### src/wdvs_pkg.sv
// shared types, codes and constants of the wav data chunk volume stream
package wdvs_pkg;

  localparam int unsigned PADDR_W = 3;
  localparam logic VOLUME_REG = 1'b0;
  localparam logic [7:0] VOLUME_RESET = 8'd6;

  localparam logic [2:0] KIND_SAMPLE  = 3'd0;
  localparam logic [2:0] KIND_DONE    = 3'd1;
  localparam logic [2:0] KIND_BADTAG  = 3'd2;
  localparam logic [2:0] KIND_OVERRUN = 3'd3;
  localparam logic [2:0] KIND_NODATA  = 3'd4;
  localparam logic [2:0] KIND_SHORT   = 3'd5;

  // tags packed with byte 0 in the low lane
  localparam logic [31:0] RIFF_TAG = 32'h4646_4952;
  localparam logic [31:0] WAVE_TAG = 32'h4556_4157;
  localparam logic [31:0] DATA_TAG = 32'h6174_6164;

  localparam logic [31:0] MIN_FILE_SIZE = 32'd44;
  localparam logic [31:0] FIRST_CHUNK   = 32'd12;
  localparam logic [32:0] CHUNK_HDR_LEN = 33'd8;

  localparam int unsigned GAIN_DIV    = 10;
  localparam int unsigned RECIP_SHIFT = 27;
  localparam int unsigned RECIP_MUL   = ((2 ** RECIP_SHIFT) + GAIN_DIV - 1) / GAIN_DIV;
  localparam int unsigned MAG_W       = 24;
  localparam int unsigned RPROD_W     = 2 * MAG_W;
  localparam int unsigned QUOT_W      = RPROD_W - RECIP_SHIFT;

  localparam logic [QUOT_W-1:0] POS_LIMIT = QUOT_W'(32767);
  localparam logic [QUOT_W-1:0] NEG_LIMIT = QUOT_W'(32768);

  typedef struct packed {
    logic signed [15:0] raw;
    logic [2:0]         kind;
    logic               last;
  } tok_t;

  function automatic logic [7:0] tag_byte(input logic [31:0] tag, input logic [1:0] idx);
    tag_byte = tag[{idx, 3'b000} +: 8];
  endfunction

endpackage

### src/wav_data_chunk_volume_stream.sv
// top level: wav data chunk parser with volume gain and apb volume register
// Takes one file byte per clock, back to back, as long as the output side keeps
// up; the parser token for a byte is registered, then the volume product, then
// the divide-by-ten and saturate result in the output register, and the sustained
// rate of one byte per cycle holds as the parser updates its state on each byte.
// The volume register (reset 6) sits at address 0; the user must see that it is
// written only while no file is in flight, as the block does not enforce this.
module wav_data_chunk_volume_stream import wdvs_pkg::*; (
  input  logic               clk,
  input  logic               rst,
  input  logic               in_valid,
  output logic               in_ready,
  input  logic [7:0]         data_byte,
  input  logic [31:0]        file_size,
  input  logic               first_byte,
  output logic               out_valid,
  input  logic               out_ready,
  output logic signed [15:0] sample,
  output logic [2:0]         kind,
  output logic               last,
  input  logic               psel,
  input  logic               penable,
  input  logic               pwrite,
  input  logic [PADDR_W-1:0] paddr,
  input  logic [31:0]        pwdata,
  output logic [31:0]        prdata,
  output logic               pready
);

  logic [7:0] volume;
  logic       accept;
  logic       tok_valid;
  tok_t       tok;

  assign accept = in_valid && in_ready;
  assign pready = 1'b1;
  assign prdata = (paddr[2] == VOLUME_REG) ? {24'b0, volume} : '0;

  always_ff @(posedge clk) begin
    if (rst) begin
      volume <= VOLUME_RESET;
    end else if (psel && penable && pwrite && pready && paddr[2] == VOLUME_REG) begin
      volume <= pwdata[7:0];
    end
  end

  wdvs_parser u_parser (
    .clk        (clk),
    .rst        (rst),
    .accept     (accept),
    .data_byte  (data_byte),
    .file_size  (file_size),
    .first_byte (first_byte),
    .tok_valid  (tok_valid),
    .tok        (tok)
  );

  wdvs_scale u_scale (
    .clk       (clk),
    .rst       (rst),
    .tok_valid (tok_valid),
    .tok       (tok),
    .volume    (volume),
    .take      (in_ready),
    .out_valid (out_valid),
    .out_ready (out_ready),
    .sample    (sample),
    .kind      (kind),
    .last      (last)
  );

endmodule

### src/wdvs_parser.sv
// byte-wise riff/wave header and chunk walker producing raw sample and status words
module wdvs_parser import wdvs_pkg::*; (
  input  logic        clk,
  input  logic        rst,
  input  logic        accept,
  input  logic [7:0]  data_byte,
  input  logic [31:0] file_size,
  input  logic        first_byte,
  output logic        tok_valid,
  output tok_t        tok
);

  typedef enum logic [2:0] {
    PH_IDLE,
    PH_HEADER,
    PH_CHUNKHDR,
    PH_SKIP,
    PH_DATA
  } phase_t;

  phase_t      phase, phase_next;
  logic [31:0] byte_position, byte_position_next;
  logic [31:0] chunk_length, chunk_length_next;
  logic [3:0]  tag_match, tag_match_next;
  logic [32:0] bytes_left, bytes_left_next;
  logic [7:0]  low_sample_byte, low_sample_byte_next;

  logic [2:0]  hdr_idx;
  logic [33:0] chunk_end;
  logic [33:0] next_hdr;
  logic        bad_tag;

  always_comb begin
    phase_next           = phase;
    byte_position_next   = byte_position;
    chunk_length_next    = chunk_length;
    tag_match_next       = tag_match;
    bytes_left_next      = bytes_left;
    low_sample_byte_next = low_sample_byte;
    tok_valid            = 1'b0;
    tok                  = '0;
    hdr_idx              = 3'(4'd8 - bytes_left[3:0]);
    chunk_end            = '0;
    next_hdr             = '0;
    bad_tag              = 1'b0;

    if (accept) begin
      if (first_byte) begin
        byte_position_next   = '0;
        chunk_length_next    = '0;
        tag_match_next       = '0;
        bytes_left_next      = '0;
        low_sample_byte_next = '0;
        if (file_size < MIN_FILE_SIZE) begin
          tok_valid = 1'b1;
          tok.kind  = KIND_SHORT;
          tok.last  = 1'b1;
        end else begin
          phase_next = PH_HEADER;
        end
      end

      if (!tok_valid) begin
        case (phase_next)
          PH_HEADER: begin
            if (byte_position_next < 32'd4 &&
                data_byte != tag_byte(RIFF_TAG, byte_position_next[1:0])) begin
              bad_tag = 1'b1;
            end
            if (byte_position_next >= 32'd8 && byte_position_next < FIRST_CHUNK &&
                data_byte != tag_byte(WAVE_TAG, byte_position_next[1:0])) begin
              bad_tag = 1'b1;
            end
            if (bad_tag) begin
              tok_valid = 1'b1;
              tok.kind  = KIND_BADTAG;
              tok.last  = 1'b1;
            end else if (byte_position_next >= FIRST_CHUNK - 32'd1) begin
              byte_position_next = FIRST_CHUNK;
              phase_next         = PH_CHUNKHDR;
              bytes_left_next    = CHUNK_HDR_LEN;
              tag_match_next     = '0;
              chunk_length_next  = '0;
            end else begin
              byte_position_next = byte_position_next + 32'd1;
            end
          end
          PH_CHUNKHDR: begin
            hdr_idx = 3'(4'd8 - bytes_left_next[3:0]);
            if (!hdr_idx[2]) begin
              if (data_byte == tag_byte(DATA_TAG, hdr_idx[1:0])) begin
                tag_match_next[hdr_idx[1:0]] = 1'b1;
              end
            end else begin
              chunk_length_next[{hdr_idx[1:0], 3'b000} +: 8] =
                chunk_length_next[{hdr_idx[1:0], 3'b000} +: 8] | data_byte;
            end
            bytes_left_next = bytes_left_next - 33'd1;
            if (bytes_left_next == '0) begin
              chunk_end = {2'b00, byte_position_next} + {1'b0, CHUNK_HDR_LEN}
                          + {2'b00, chunk_length_next};
              next_hdr  = chunk_end + {33'b0, chunk_length_next[0]};
              if (chunk_end > {2'b00, file_size}) begin
                tok_valid = 1'b1;
                tok.kind  = KIND_OVERRUN;
                tok.last  = 1'b1;
              end else if (tag_match_next == 4'hF) begin
                bytes_left_next = {1'b0, chunk_length_next[31:1], 1'b0};
                if (bytes_left_next == '0) begin
                  tok_valid = 1'b1;
                  tok.kind  = KIND_DONE;
                  tok.last  = 1'b1;
                end else begin
                  phase_next = PH_DATA;
                end
              end else if (next_hdr + {1'b0, CHUNK_HDR_LEN} > {2'b00, file_size}) begin
                tok_valid = 1'b1;
                tok.kind  = KIND_NODATA;
                tok.last  = 1'b1;
              end else begin
                byte_position_next = next_hdr[31:0];
                if (chunk_length_next == '0) begin
                  phase_next        = PH_CHUNKHDR;
                  bytes_left_next   = CHUNK_HDR_LEN;
                  tag_match_next    = '0;
                  chunk_length_next = '0;
                end else begin
                  bytes_left_next = {1'b0, chunk_length_next}
                                    + {32'b0, chunk_length_next[0]};
                  phase_next      = PH_SKIP;
                end
              end
            end
          end
          PH_SKIP: begin
            if (bytes_left_next != '0) begin
              bytes_left_next = bytes_left_next - 33'd1;
            end
            if (bytes_left_next == '0) begin
              phase_next        = PH_CHUNKHDR;
              bytes_left_next   = CHUNK_HDR_LEN;
              tag_match_next    = '0;
              chunk_length_next = '0;
            end
          end
          PH_DATA: begin
            if (bytes_left_next == '0) begin
              phase_next = PH_IDLE;
            end else if (!bytes_left_next[0]) begin
              low_sample_byte_next = data_byte;
              bytes_left_next      = bytes_left_next - 33'd1;
            end else begin
              bytes_left_next = bytes_left_next - 33'd1;
              tok_valid       = 1'b1;
              tok.raw         = {data_byte, low_sample_byte_next};
              tok.kind        = KIND_SAMPLE;
              tok.last        = (bytes_left_next == '0);
            end
          end
          default: begin
            phase_next = PH_IDLE;
          end
        endcase
      end

      if (tok_valid && tok.last) begin
        phase_next = PH_IDLE;
      end
    end
  end

  always_ff @(posedge clk) begin
    if (rst) begin
      phase           <= PH_IDLE;
      byte_position   <= '0;
      chunk_length    <= '0;
      tag_match       <= '0;
      bytes_left      <= '0;
      low_sample_byte <= '0;
    end else begin
      phase           <= phase_next;
      byte_position   <= byte_position_next;
      chunk_length    <= chunk_length_next;
      tag_match       <= tag_match_next;
      bytes_left      <= bytes_left_next;
      low_sample_byte <= low_sample_byte_next;
    end
  end

  a_hdr_count: assert property (@(posedge clk) disable iff (rst)
    phase == PH_CHUNKHDR |-> bytes_left != '0 && bytes_left <= CHUNK_HDR_LEN)
    else $error("chunk header count out of range");

  a_body_count: assert property (@(posedge clk) disable iff (rst)
    (phase == PH_SKIP || phase == PH_DATA) |-> bytes_left != '0)
    else $error("skip or data phase with nothing left");

  a_only_last_status: assert property (@(posedge clk) disable iff (rst)
    tok_valid && tok.kind != KIND_SAMPLE |-> tok.last)
    else $error("status word without last");

endmodule

### src/wdvs_scale.sv
// gain pipeline: volume multiply, divide by ten, saturate, output register
module wdvs_scale import wdvs_pkg::*; (
  input  logic               clk,
  input  logic               rst,
  input  logic               tok_valid,
  input  tok_t               tok,
  input  logic [7:0]         volume,
  output logic               take,
  output logic               out_valid,
  input  logic               out_ready,
  output logic signed [15:0] sample,
  output logic [2:0]         kind,
  output logic               last
);

  logic               a_valid;
  tok_t               a_tok;
  logic               b_valid;
  logic signed [24:0] b_prod;
  logic [2:0]         b_kind;
  logic               b_last;

  logic               en_a, en_b, en_c;
  logic               neg;
  logic [MAG_W-1:0]   mag;
  logic [RPROD_W-1:0] rprod;
  logic [QUOT_W-1:0]  quot;
  logic signed [15:0] sat;

  assign en_c = !out_valid || out_ready;
  assign en_b = !b_valid || en_c;
  assign en_a = !a_valid || en_b;
  assign take = en_a;

  always_comb begin
    neg   = b_prod[24];
    mag   = neg ? MAG_W'(-b_prod) : MAG_W'(b_prod);
    rprod = {{MAG_W{1'b0}}, mag} * RPROD_W'(RECIP_MUL);
    quot  = rprod[RPROD_W-1:RECIP_SHIFT];
    if (!neg && quot > POS_LIMIT) begin
      sat = 16'sh7FFF;
    end else if (neg && quot > NEG_LIMIT) begin
      sat = -16'sh8000;
    end else if (neg) begin
      sat = 16'(-quot);
    end else begin
      sat = 16'(quot);
    end
  end

  always_ff @(posedge clk) begin
    if (rst) begin
      a_valid   <= 1'b0;
      b_valid   <= 1'b0;
      out_valid <= 1'b0;
    end else begin
      if (en_a) begin
        a_valid <= tok_valid;
      end
      if (en_b) begin
        b_valid <= a_valid;
      end
      if (en_c) begin
        out_valid <= b_valid;
      end
    end
    if (en_a) begin
      a_tok <= tok;
    end
    if (en_b) begin
      b_prod <= a_tok.raw * $signed({1'b0, volume});
      b_kind <= a_tok.kind;
      b_last <= a_tok.last;
    end
    if (en_c) begin
      sample <= sat;
      kind   <= b_kind;
      last   <= b_last;
    end
  end

  a_status_zero: assert property (@(posedge clk) disable iff (rst)
    out_valid && kind != KIND_SAMPLE |-> sample == 16'sd0 && last)
    else $error("status word carries a sample");

  a_flow: assert property (@(posedge clk) disable iff (rst)
    a_valid && en_b |=> b_valid)
    else $error("word lost between gain stages");

endmodule
### config.mk
export PLATFORM = sky130hd
export DESIGN_NAME = wav_data_chunk_volume_stream
export DESIGN_NICKNAME = d
export VERILOG_FILES = /design/src/wdvs_pkg.sv /design/src/wav_data_chunk_volume_stream.sv /design/src/wdvs_parser.sv /design/src/wdvs_scale.sv
export SDC_FILE = /design/constraint.sdc
export NUM_CORES = 2
export LEC_CHECK = 0
export BUFFER_PORTS_ARGS = -buffer_cell sky130_fd_sc_hd__buf_2
export CORE_MARGIN = 4
export CORE_UTILIZATION = 40
export DETAILED_ROUTE_END_ITERATION = 12
export HOLD_SLACK_MARGIN = 0.03
export PLACE_DENSITY = 0.6
export SYNTH_ARGS = -nofsm -noshare
export SYNTH_HDL_FRONTEND = slang
export SYNTH_HIERARCHICAL = 1
export SYNTH_SLANG_ARGS = --single-unit
### constraint.sdc
create_clock -name clk -period 19.1 [get_ports clk]
set_clock_uncertainty 0.2 [all_clocks]
set_input_delay 3.82 -clock clk [delete_from_list [all_inputs] [get_ports clk]]
set_output_delay 3.82 -clock clk [all_outputs]
set_load 0.02 [all_outputs]
=== Yosys cells after proc, flatten, opt, wreduce, memory -nomap -nowiden ===
Cells that the tools add are included.

* Bits in registers: 192
* Output and inout bits: 55
* Word-level logic and storage cells: 206

* Add/subtract/negate cells: 11
* Multiply operators: 2
* Magnitude comparators: 11
* Equality and inequality tests: 8
* Shifts and indexed selects: 6
* Muxes and demuxes: 122
* Bitwise operators: 3
* Reductions and logical operators: 24

{| class="wikitable"
|+ Operators with widths
! kind !! count
|-
| $mux W32 || 24
|-
| $mux W33 || 16
|-
| $pmux W33 S4 || 1
|-
| $logic_not A33 Y1 || 3
|-
| $mux W4 || 24
|-
| $pmux W32 S3 || 1
|-
| $shiftx A32 B6 Y8 const A || 3
|-
| $mux W20 || 4
|-
| $gt A34 B32 Y1 || 2
|-
| $ge A32 B4 Y1 const B || 2
|-
| $pmux W32 S2 || 1
|-
| $mul A24 B24 Y48 const B || 1
|-
| $mux W16 || 3
|-
| $mux W8 || 6
|-
| $mux W3 || 14
|-
| $add A34 B1 Y34 || 1
|-
| $add A34 B32 Y34 || 1
|-
| $add A34 B4 Y34 const B || 1
|-
| $add A32 B1 Y33 || 1
|-
| $add A32 B4 Y33 const B || 1
|-
| $reduce_bool A33 Y1 || 1
|-
| $sub A33 B1 Y33 const B || 1
|-
| $add A32 B1 Y32 const B || 1
|-
| $bwmux W32 || 1
|-
| 35 further kinds || 73
|}

=== Depth between registers and ports, before layout ===
* Depth in word-level cells: 28
* Mapped depth: 51
* Mapped depth without buffers: 41

=== Hierarchy ===
Netlist, hierarchy kept.

{| class="wikitable"
|+ By module, submodules not included
! module !! times used !! cells each !! area each (um2) !! seq. area each (um2)
|-
| wdvs_scale || 1 || 1863 || 18343.8 || 2132.0
|-
| wdvs_parser || 1 || 2110 || 15130.8 || 2242.2
|-
| wav_data_chunk_volume_stream || 1 || 71 || 626.9 || 160.2
|}

=== Worst setup path before layout ===
OpenSTA, ideal clock, no wires.

* Path kind: in2reg
* Start point: input first_byte
* End point: register u_parser.bytes_left[17]
* Setup time: 0.116 ns
* Data arrival time: 14.308 ns
* Slack: 4.476 ns
* Stages on the path: 47
* Buffers on the path: 12
* Cell sequence: buf_2 > clkbuf_1 > clkbuf_1 > clkbuf_1 > buf_2 > buf_1 > buf_1 > clkbuf_1 > clkbuf_1 > nor2b_1 > ha_1 > a21oi_1 > nand2_1 > o21ai_1 > ha_1 > ha_1 > buf_2 > a21oi_2 > [... 11 more ...] > maj3_1 > nand2_1 > xnor2_1 > ha_1 > a21o_1 > a21o_1 > a2111oi_0 > a21boi_0 > nand4_1 > a32o_1 > or2_2 > mux2_2 > or4_1 > o21a_1 > o31a_1 > o21ai_1 > nand2_1 > a31o_2

* Cells in the longest elaborated chain, start to end: 21
* Elaborated cells between the ends (all ways): 85
* Classes of those cells: add/sub: 8; order compare: 8; eq/ne: 8; shift: 6; mux: 44; bitwise: 2; reduce/logical: 9

{| class="wikitable"
|+ Ends and longest elaborated chain
! element !! RTL line !! text
|-
| start, declared || wav_data_chunk_volume_stream.sv:15 || <nowiki>input logic first_byte,</nowiki>
|-
| $mux W33 || wdvs_parser.sv:48 || <nowiki>if (first_byte) begin</nowiki>
|-
| $mux W33 || wdvs_parser.sv:47 || <nowiki>if (accept) begin</nowiki>
|-
| $sub A1 B3 Y3 || wdvs_parser.sv:89 || <nowiki>hdr_idx = 3'(4'd8 - bytes_left_next[3:0]);</nowiki>
|-
| $shiftx A32 B6 Y8 || wdvs_parser.sv:96 || <nowiki>chunk_length_next[{hdr_idx[1:0], 3'b000} +: 8] | data_byte;</nowiki>
|-
| $or A8 B8 Y8 || wdvs_parser.sv:96 ||
|-
| $shiftx A8 B7 Y32 || wdvs_parser.sv:95 || <nowiki>chunk_length_next[{hdr_idx[1:0], 3'b000} +: 8] =</nowiki>
|-
| $bwmux W32 || wdvs_parser.sv:95 ||
|-
| $mux W32 || wdvs_parser.sv:90 || <nowiki>if (!hdr_idx[2]) begin</nowiki>
|-
| [... 5 more ...] || - ||
|-
| $add A34 B4 Y34 || wdvs_parser.sv:116 || <nowiki>end else if (next_hdr + {1'b0, CHUNK_HDR_LEN} > {2'b00, file_size}) begin</nowiki>
|-
| $gt A34 B32 Y1 || wdvs_parser.sv:116 ||
|-
| $mux W33 || wdvs_parser.sv:116 ||
|-
| $mux W33 || wdvs_parser.sv:107 || <nowiki>end else if (tag_match_next == 4'hF) begin</nowiki>
|-
| $mux W33 || wdvs_parser.sv:103 || <nowiki>if (chunk_end > {2'b00, file_size}) begin</nowiki>
|-
| $mux W33 || wdvs_parser.sv:99 || <nowiki>if (bytes_left_next == '0) begin</nowiki>
|-
| $pmux W33 S4 || wdvs_parser.sv:64 || <nowiki>case (phase_next)</nowiki>
|-
| $mux W33 * || wdvs_parser.sv:63 || <nowiki>if (!tok_valid) begin</nowiki>
|-
| end signal, assigned || wdvs_parser.sv:185 || <nowiki>bytes_left <= bytes_left_next;</nowiki>
|-
| end, declared || wdvs_parser.sv:25 || <nowiki>logic [32:0] bytes_left, bytes_left_next;</nowiki>
|}

Mark *: on every way between the ends. The rest lies on a longest branch, timed or not. The select of a mux whose other input is x is not followed.
A chain may end at the register's enable or synchronous reset.

=== Final worst setup path ===
* Start point: input first_byte
* End point: register u_parser.byte_position[12]

* Cells in the longest elaborated chain, start to end: 21
* Elaborated cells between the ends (all ways): 72
* Classes of those cells: add/sub: 8; order compare: 8; eq/ne: 6; shift: 6; mux: 37; bitwise: 2; reduce/logical: 5

{| class="wikitable"
|+ Ends and longest elaborated chain
! element !! RTL line !! text
|-
| $mux W33 || wdvs_parser.sv:48 ||
|-
| $mux W33 || wdvs_parser.sv:47 ||
|-
| $sub A1 B3 Y3 || wdvs_parser.sv:89 ||
|-
| $shiftx A32 B6 Y8 || wdvs_parser.sv:96 ||
|-
| $or A8 B8 Y8 || wdvs_parser.sv:96 ||
|-
| $shiftx A8 B7 Y32 || wdvs_parser.sv:95 ||
|-
| $bwmux W32 || wdvs_parser.sv:95 ||
|-
| $mux W32 || wdvs_parser.sv:90 ||
|-
| [... 5 more ...] || - ||
|-
| $add A34 B4 Y34 || wdvs_parser.sv:116 ||
|-
| $gt A34 B32 Y1 || wdvs_parser.sv:116 ||
|-
| $mux W32 || wdvs_parser.sv:116 ||
|-
| $mux W32 || wdvs_parser.sv:107 ||
|-
| $mux W32 || wdvs_parser.sv:103 ||
|-
| $mux W32 || wdvs_parser.sv:99 ||
|-
| $pmux W32 S2 || wdvs_parser.sv:64 ||
|-
| $mux W32 * || wdvs_parser.sv:63 ||
|-
| end signal, assigned || wdvs_parser.sv:182 || <nowiki>byte_position <= byte_position_next;</nowiki>
|-
| end, declared || wdvs_parser.sv:22 || <nowiki>logic [31:0] byte_position, byte_position_next;</nowiki>
|}

Marked as above.

==> results.py <==
metrics = {
    "cts": {
        "clk_pin_slew_ns": 0.08,
        "cts_resized": 0,
        "cts_htree_levels": 4,
        "holdBufCountCts": 0,
        "cts_root_buffer": "clkbuf_16",
        "tritoncts": "yes",
        "clock_sinks": 192,
        "clkLatencyLatePin_ns": 0.49,
        "numCtsBuffers": 17,
        "clockBufferDepth": 2,
        "cts_setup_buffers": 0,
    },
    "global_route": {
        "antenna_found_initial": 0,
        "grt_pass1_vias": 28550,
        "grt_usage_pct": 22.70,
        "grt_max_degree": 83,
        "grt_pass1_wl_um": 162400,
        "grt_overflow_total": 0,
    },
    "yosys": {
        "synth-seq-cells": 192,
        "syn-cell-area_mm2": 0.03410,
        "yosysSeqAreaShare_pct": 13.30,
        "netlist_instances": 4044,
        "synth.avg_cell_area_um2": 8.433,
        "ys.flop_type": "dfxtp_1",
        "synth_edf_count": 69,
        "async_reset_ff_share_pct": 0,
        "synthDistinctLibCells": 120,
        "ys_warn_count": 6,
    },
    "sta": {
        "fmax_ghz": 0.06216,
        "timing.hold.ws_ns": 0.2222,
        "rsz0062_at_grt": "false",
        "period_share_pct": 84.23,
        "finalSetupTns_ns": 0,
        "drv_slew": 0,
        "slew_headroom_pct": 20.43,
        "hold_violations": 0,
        "worstMarginPinSlew_ns": 1.187,
        "setup_viol": 0,
        "period_needed_ns": 16.09,
    },
    "worst_setup_path": {
        "crit_type": "input pin to flip-flop",
        "crit_path_end": "u_parser/byte_position[12]",
        "regToRegSetupSlack_ns": 5.78,
        "critPathLaunchType": "input pin",
        "crit_required_ns": 19.24,
        "startpoint": "first_byte",
        "reg2reg_from": "u_parser/bytes_left[0]",
        "cp_max_fo": 23,
        "crit_cells": 40,
        "path_delay_family": "simple AND/OR/NAND/NOR gates",
        "end_kind": "flip-flop",
        "critPathSlowestCell": "nor3b_1",
        "arrival_ns": 16.23,
        "cpPeakStageDelay_ns": 0.94,
        "r2r_end": "u_parser/byte_position[12]",
        "worstRegToRegCells": 40,
        "cpMostUsedCell": "ha_1",
        "critPathBufInv": 3,
    },
    "route": {
        "drc_errors": 0,
        "detail_route.wl_per_cell_um": 19.72,
        "vias_per_cell": 5.662,
        "dr.first_iter.drc_count": 2534,
        "ant_nets": 0,
        "vias": 29450,
        "drt_first_pass_iters": 7,
        "wirelength_um": 102500,
    },
    "floorplan": {
        "rows": 106,
        "core-area_mm2": 0.08409,
        "die_y_um": 300.0,
        "die_area_mm2": 0.08999,
        "die_x_um": 300.0,
        "ios": 138,
        "start_util_pct": 40.56,
    },
    "power_and_ir_drop": {
        "leakage_nw": 18.16,
        "ir_drop_v": 0.00007221,
        "power_density_mw_per_mm2": 25.48,
    },
    "place": {
        "gp_congestion": 0.9784,
        "port-buffer-count": 86,
        "hpwlAfterDp_um": 84440,
    },
    "finish": {
        "drive_above_1_share_pct": 6.639,
        "nets": 4901,
        "mostFrequentLayoutCell": "inv_1",
        "final_cell_mix": "inv_1 (602), ha_1 (441), fa_1 (323), nand2_1 (271), nor2_1 (269)",
        "area_delta_synth_final_pct": 6.157,
        "antenna_cells": 0,
    },
    "flow_run": {
        "cap_viol_max_count": 0,
    },
    "min_path": {
        "hp-class": "flip-flop to flip-flop",
    },
    "status": {
        "status": "finished, final reports clean",
    },
}
## metal layers
metal | GRT usage (%) | vias to the layer above | routed length [um] | part of all wire (%)
li1 | - | 13990 | - | -
met1 | 30.81 | 14250 | 44700 | 44
met2 | 37.10 | 1015 | 47260 | 46
met3 | 2.924 | 193 | 6390 | 6.2
met4 | 8.462 | 0 | 4189 | 4.1
met5 | 0 | - | 0 | 0
## metrics by stage
| step | power [mW] | instances | worst slack, ns | util [%] | instance area, um2 |
|---|---|---|---|---|---|
| after global placement | 0.5389 | 5169 | 2.946 | 42.31 | 35580 |
| final | 0.9224 | 5201 | 3.012 | 43.05 | 36200 |
| after floorplan | 0.5071 | 4067 | 4.476 | - | 34190 |
| after CTS | 0.9339 | 5201 | 3.274 | 43.05 | 36200 |
| after global routing | 0.9613 | 5201 | 2.130 | 43.05 | 36200 |
| after detailed placement | 0.5396 | 5169 | 2.772 | 42.31 | 35580 |
## where the power goes
| part | internal [mW] | switching [mW] |
|---|---|---|
| Combinational | 0.0307 | 0.0734 |
| Clock | 0.200 | 0.191 |
| Sequential | 0.424 | 0.00378 |
## state kept, by name (all words and copies together), names as in the netlist, 8 cells and up
register,cells
u_scale/a_tok,20
u_scale/b_prod,25
volume,8
u_parser/chunk_length,32
u_scale/sample,16
u_parser/bytes_left,33
u_parser/low_sample_byte,8
u_parser/byte_position,32
## worst min-delay path by stage
stage	from	to	slack (ns)	depth (start not counted)
4_1_cts	u_scale/a_tok[0]	u_scale/b_last	0.22	0
3_3_place_gp	u_scale/b_kind[1]	u_scale/kind[1]	0.20	0
2_1_floorplan	u_scale/a_tok[1]	u_scale/b_kind[0]	0.20	0
5_1_grt	u_scale/a_tok[0]	u_scale/b_last	0.23	0
6_report	u_scale/b_kind[0]	u_scale/kind[0]	0.22	0
3_5_place_dp	u_scale/a_tok[0]	u_scale/b_last	0.20	0
## synth_stat cells (11+ instances only)
cell | count | share of area [%]
buf_4 | 30 | 0.66
nand2_1 | 271 | 3.0
edfxtp_1 | 69 | 6.1
and4_1 | 14 | 0.36
o21a_1 | 29 | 0.64
o21ai_1 | 32 | 0.47
o211ai_1 | 19 | 0.42
or2_2 | 17 | 0.31
nand3_1 | 90 | 1.3
nor2b_1 | 64 | 1.2
buf_2 | 20 | 0.29
a21oi_1 | 188 | 2.8
a31oi_1 | 19 | 0.35
a211oi_1 | 29 | 0.64
clkbuf_1 | 92 | 1.0
a221oi_1 | 13 | 0.33
o2111ai_1 | 11 | 0.28
or4_1 | 27 | 0.59
nor3_1 | 73 | 1.1
xor2_1 | 51 | 1.3
mux2i_1 | 20 | 0.59
fa_1 | 323 | 19
a22oi_1 | 77 | 1.7
nor4_1 | 51 | 0.94
inv_1 | 602 | 6.6
nand3b_1 | 15 | 0.33
o21ai_0 | 154 | 2.3
dfxtp_1 | 123 | 7.2
nand4_1 | 51 | 0.94
or3_1 | 29 | 0.53
xnor2_1 | 127 | 3.3
nand2b_1 | 33 | 0.61
ha_1 | 441 | 16
nor2_1 | 269 | 3.0
and2_1 | 134 | 2.5
a21o_1 | 62 | 1.4
o31ai_1 | 23 | 0.51
a22o_1 | 15 | 0.39
and3_1 | 52 | 0.95
## kinds of logic after synthesis
group / count (synthesis) / synth area share (%)
and+or+nand+nor: 1262 / 19.70
AOI/OAI and AO/OA: 846 / 17.01
adders and majority gates: 765 / 35.17
buffers and inverters: 761 / 8.824
DFF: 192 / 13.30
xor gates and xnor gates: 182 / 4.795
muxes: 34 / 1.181
other: 2 / 0.02202
## cell type report
cell class	count	area (um2)
Clock inverter	15	196.4
Sequential cell	192	4534
Clock buffer	17	425.4
Timing Repair Buffer	120	688.2
Inverter	609	2286
Tap cell	1134	1419
Multi-Input combinational cell	3114	26650
Fill cell	8552	47880
Note: power is estimated with default switching activity, not from simulation.
